File: config.mk
export PLATFORM = sky130hd
export DESIGN_NAME = lmd_queue
export DESIGN_NICKNAME = d
export VERILOG_FILES = /design/src/design/lmd_pkg.sv /design/src/design/lmd_queue.sv
export SDC_FILE = /design/constraint.sdc
export NUM_CORES = 1
export LEC_CHECK = 0
export ABC_AREA = 1
export BUFFER_PORTS_ARGS = -buffer_cell sky130_fd_sc_hd__buf_2
export CAP_MARGIN = 0
export CORE_UTILIZATION = 47
export CTS_CLUSTER_SIZE = 24
export DETAILED_ROUTE_END_ITERATION = 10
export PLACE_DENSITY = 0.82
export SYNTH_ARGS = -nofsm -noshare
export SYNTH_HDL_FRONTEND = slang
export SYNTH_SLANG_ARGS = --single-unit
File: constraint.sdc
create_clock -name clk -period 3.55 [get_ports clk]
set_clock_uncertainty 0.2 [all_clocks]
set_input_delay 0.71 -clock clk [delete_from_list [all_inputs] [get_ports clk]]
set_output_delay 0.71 -clock clk [all_outputs]
set_load 0.005 [all_outputs]
File: src/design/lmd_pkg.sv
// Shared types, constants and the quarter-wave cosine table of the LFO delay line.
// No dependencies; every other design file apart from lmd_ram imports this package.
`timescale 1ns / 1ps

package lmd_pkg;

  // Sizes
  localparam int SAMPLE_BITS     = 16;
  localparam int DELAY_WORDS     = 1024;
  localparam int COS_TABLE_WORDS = 1024;
  localparam int PHASE_BITS      = 32;
  localparam int DEPTH_BITS      = 18;
  localparam int DEPTH_FRAC      = 8;
  localparam int QUEUE_WORDS     = 2;

  localparam int ADDR_BITS    = $clog2(DELAY_WORDS);
  localparam int COS_IDX_BITS = $clog2(COS_TABLE_WORDS);
  localparam int QTR_BITS     = COS_IDX_BITS - 2;
  localparam int QTR_WORDS    = COS_TABLE_WORDS / 4;
  localparam int Y_SHIFT      = 16 - QTR_BITS;

  // Weight is unsigned Q16 in [0, 1.0]
  localparam int WEIGHT_FRAC = 16;
  localparam int WEIGHT_BITS = WEIGHT_FRAC + 1;
  localparam int W_SHIFT     = 15;

  // Mix gains, Q15
  localparam logic signed [15:0] WET_GAIN = 16'sd29491;
  localparam logic signed [15:0] DRY_GAIN = 16'sd3277;

  // Cosine polynomial, Q30
  localparam longint COEF1 = 64'sd1324675830;
  localparam longint COEF2 = 64'sd272375564;
  localparam longint COEF3 = 64'sd22401990;
  localparam longint COEF4 = 64'sd987050;
  localparam longint Q30_ONE = 64'sd1073741824;

  // Register indexes (paddr[3:2])
  localparam int PADDR_BITS = 4;
  localparam logic [1:0] REG_ENABLE      = 2'd0;
  localparam logic [1:0] REG_PHASE_STEP  = 2'd1;
  localparam logic [1:0] REG_DELAY_DEPTH = 2'd2;

  typedef logic signed [SAMPLE_BITS-1:0] sample_t;
  typedef logic [WEIGHT_BITS-1:0]        weight_t;

  // One queued beat: current sample, marker and its LFO weight
  typedef struct packed {
    sample_t sample;
    logic    block_end;
    weight_t weight;
  } item_t;

  typedef logic signed [31:0] cos_word_t;
  typedef cos_word_t cos_tbl_t [QTR_WORDS];

  function automatic longint qcos_eval(input longint y);
    longint z;
    longint p;
    z = (y * y) / 65536;
    p = COEF4;
    p = COEF3 - (p * z) / 65536;
    p = COEF2 - (p * z) / 65536;
    p = COEF1 - (p * z) / 65536;
    p = Q30_ONE - (p * z) / 65536;
    return p;
  endfunction

  function automatic cos_tbl_t build_cos_tbl();
    cos_tbl_t t;
    for (int i = 0; i < QTR_WORDS; i++) begin
      t[i] = 32'(qcos_eval(longint'(i) << Y_SHIFT));
    end
    return t;
  endfunction

  localparam cos_tbl_t  COS_TBL = build_cos_tbl();
  // Quarter turn exactly: y = 1.0
  localparam cos_word_t COS_END = 32'(qcos_eval(longint'(QTR_WORDS) << Y_SHIFT));

endpackage

File: src/design/lmd_queue.sv
// Short register queue of beats between the front and back sections.
// Depends on lmd_pkg.
`timescale 1ns / 1ps

module lmd_queue (
  input  logic          clk,
  input  logic          rst_n,
  input  logic          push,
  input  lmd_pkg::item_t push_item,
  output logic          full,
  input  logic          pop,
  output lmd_pkg::item_t head,
  output logic          empty
);
  import lmd_pkg::*;

  localparam int PTR_BITS = (QUEUE_WORDS > 1) ? $clog2(QUEUE_WORDS) : 1;
  localparam int CNT_BITS = $clog2(QUEUE_WORDS + 1);

  item_t                slot_r [QUEUE_WORDS];
  logic [PTR_BITS-1:0]  wr_ptr_r;
  logic [PTR_BITS-1:0]  rd_ptr_r;
  logic [CNT_BITS-1:0]  count_r;
  logic                 do_push;
  logic                 do_pop;

  assign full    = (count_r == CNT_BITS'(QUEUE_WORDS));
  assign empty   = (count_r == '0);
  assign do_push = push && !full;
  assign do_pop  = pop && !empty;
  assign head    = slot_r[rd_ptr_r];

  function automatic logic [PTR_BITS-1:0] ptr_inc(input logic [PTR_BITS-1:0] p);
    return (p == PTR_BITS'(QUEUE_WORDS - 1)) ? '0 : p + 1'b1;
  endfunction

  always_ff @(posedge clk) begin
    if (!rst_n) begin
      wr_ptr_r <= '0;
      rd_ptr_r <= '0;
      count_r  <= '0;
    end else begin
      if (do_push) begin
        slot_r[wr_ptr_r] <= push_item;
        wr_ptr_r         <= ptr_inc(wr_ptr_r);
      end
      if (do_pop) begin
        rd_ptr_r <= ptr_inc(rd_ptr_r);
      end
      if (do_push && !do_pop) begin
        count_r <= count_r + 1'b1;
      end else if (do_pop && !do_push) begin
        count_r <= count_r - 1'b1;
      end
    end
  end
endmodule

==> reports/summary.txt <==
Initial Utilization -> 48.6%
Final antenna-violating net count -> 0
Commonest cells post-synth -> 68 x edfxtp_1, 30 x mux2_4, 10 x inv_1, 9 x nor2_1, 8 x nand2_1
Seq/Total Area, Yosys -> 74.9%
Area leader, netlist -> edfxtp_1
Net Sw Frac -> 23.2%
Avg Cell Area, Syn -> 19.6 µm²
# diodes -> 0
Clock power frac -> 32.0%
Clk Latency, worst-skew pair -> 0.33 ns
Clock sink count -> 73
Post-synth cell types -> 15
Top Ports -> 74
Peak Freq -> 431 MHz
Post-CTS Setup Repair Bufs -> 0
P&R area growth vs syn -> 23.6%
Hold buffer count at cts -> 0
#FFs+latches synth -> 73
Setup-failing EPs final -> 0
Layout cells sized above 1 -> 54.9%
FFs w/ async S/R, synth -> 0%
Max-slew violation count -> 0
CP startpoint kind -> flop
Fillers -> 456
Synth Net Count -> 185
Root buf cell -> clkbuf_8
Die Y -> 80.0 µm
RSZ-0062 raised after global routing -> no
Hold WS -> 0.272 ns
Die X -> 80.0 µm
Vias in the first global route -> 1372
Routed length per placed instance -> 13.3 µm
Area share of the largest cell type after synthesis -> 71.4%
FP Rows -> 28
Yosys warnings -> 0
TritonRoute pass-1 iters -> 4
Pint -> 1.76 mW
Hpwl dp -> 2.72 mm
Commonest register cell after synthesis -> edfxtp_1
Crit path capture type -> output port
Final WL -> 4.10 mm
DR vias/cell -> 4.60
Crit path max fanout -> 34
Synth area leaders -> edfxtp_1 71%, mux2_4 16%, dfxtp_1 3.5%
Mapped cell area -> 0.00286 mm²
Combinational Power Share -> 21.8%
Number of port buffers -> 73
Most common cell in the synthesized netlist -> edfxtp_1
Tot GR Track Use -> 14.3%
Synth Instances -> 146
Crit path kind -> reg -> out
Vias -> 1416
Footprint of the multi-input gates -> 627 µm²
Seq pwr share -> 46.3%
Peak VDD IR -> 339 µV
Worst slew pin tran -> 0.453 ns
Clock Tree Buf Depth -> 2
DRC violation count after routing -> 0
Core box area -> 0.00589 mm²
First-pass GRT wire length -> 6.31 mm
Max-cap viol count -> 0
Layout Nets -> 268
Minimum clock period -> 2.32 ns
Die footprint -> 0.00640 mm²
Fin crit share -> 65.3%
Critical Path RT -> 2.64 ns
Register area -> 0.00214 mm²
Power per cell area -> 650 mW/mm²
Switching Power -> 533 µW
Worst-path clk slew -> 0.07 ns
Leakage power -> 1.42 nW
Fin. Hold Viols -> 0
PostCTS Resize Cnt -> 0
Initial antenna violation count -> 0
Largest net degree at the start of global routing -> 35
CTS tree -> built
Slew HR -> 69.8%
Outcome -> complete, no violations
Post-synth EDFFs -> 68
Crit path DAT -> 1.41 ns
DRT iter0 DRCs -> 35
Setup TNS -> 0 ns
Inserted Clock Buffers -> 9
Min-delay worst type -> reg -> reg
Gpl congestion -> 0.685
H-tree depth -> 3
Gr ovfl total -> 0
-- cell type report --
| class | instances | share of cell area [%] |
|---|---|---|
| inverter | 10 | 1.06 |
| clock buffer | 9 | 3.51 |
| tap | 75 | 2.66 |
| clock inverter | 6 | 3.05 |
| timing repair buffer | 76 | 11.3 |
| sequential | 73 | 60.7 |
| multi-input combinational | 59 | 17.7 |
-- metal layers --
layer  up-vias  track usage (%)  routed length [µm]  share of wire [%]
li1        706                -                   -                  -
met5         -                0                   0                  0
met3        14             3.43                 205                5.0
met1       647             15.0                1620                 40
met2        49             23.8                2110                 51
met4         0             12.9                 163                4.0
-- worst paths after layout --
path                                              start                       to  slack (ns)  cells past startpoint
worst max-delay path                               flop                 head[11]        1.23                      3
worst min-delay path              wr_ptr_r$_SDFFE_PN0P_    wr_ptr_r$_SDFFE_PN0P_        0.27                      2
worst max register to register  count_r[1]$_SDFFE_PN0P_  slot_r[0][24]$_DFFE_PP_        1.78                      6
worst min register to register    wr_ptr_r$_SDFFE_PN0P_    wr_ptr_r$_SDFFE_PN0P_        0.27                      2
-- sequential cells by signal, summed over array words and instances, names as in the netlist, named ones only --
signal    cells
slot_r       68
count_r       2
rd_ptr_r      1
wr_ptr_r      1
-- layout by cell type (no fill, tap or decap), types with 2 or more instances in the layout --
cell	netlist	final
a21oi_1	2	2
buf_2	0	73
buf_4	0	2
bufinv_16	0	3
clkbuf_8	0	9
clkinv_2	0	2
dfxtp_1	5	4
edfxtp_1	68	68
inv_1	10	10
mux2_2	4	4
mux2_4	30	30
nand2_1	8	8
nor2_1	9	8
o21ai_0	2	2
-- worst max-delay path, stage by stage (launching register included) --
cell,delay (ns)
dfxtp_2,0.34
buf_12,0.24
mux2_2,0.36
buf_2,0.12
-- stage by stage --
step	cell area [µm²]	total power, mW	utilization [%]	setup slack, ns	instances
after floorplan	2860	1.45	-	0.544	146
after global placement	3300	1.58	56.1	1.42	293
after detailed placement	3300	1.59	56.1	1.39	293
after CTS	3530	2.33	60.0	1.19	308
after global routing	3530	2.40	60.0	1.15	308
final	3530	2.30	60.0	1.23	308
-- cells by family after synthesis --
group                    Yosys count  synth area share (%)
buffers and inverters             14                  3.81
flip-flops                        73                  74.9
AND/OR/NAND/NOR                   20                  2.80
adder cells (fa/ha/maj)            1                 0.438
multiplexers                      34                  17.3
AO/OA/AOI/OAI                      4                 0.700
-- power by group through the flow --
stage,sequential [mW],clock [mW],combinational (mW)
after CTS,1.06,0.754,0.512
after global placement,1.08,0,0.501
final,1.06,0.734,0.500
after floorplan,1.07,0,0.375
after global routing,1.07,0.775,0.555
after detailed placement,1.08,0,0.512
Power figures use the tool's default switching activity.
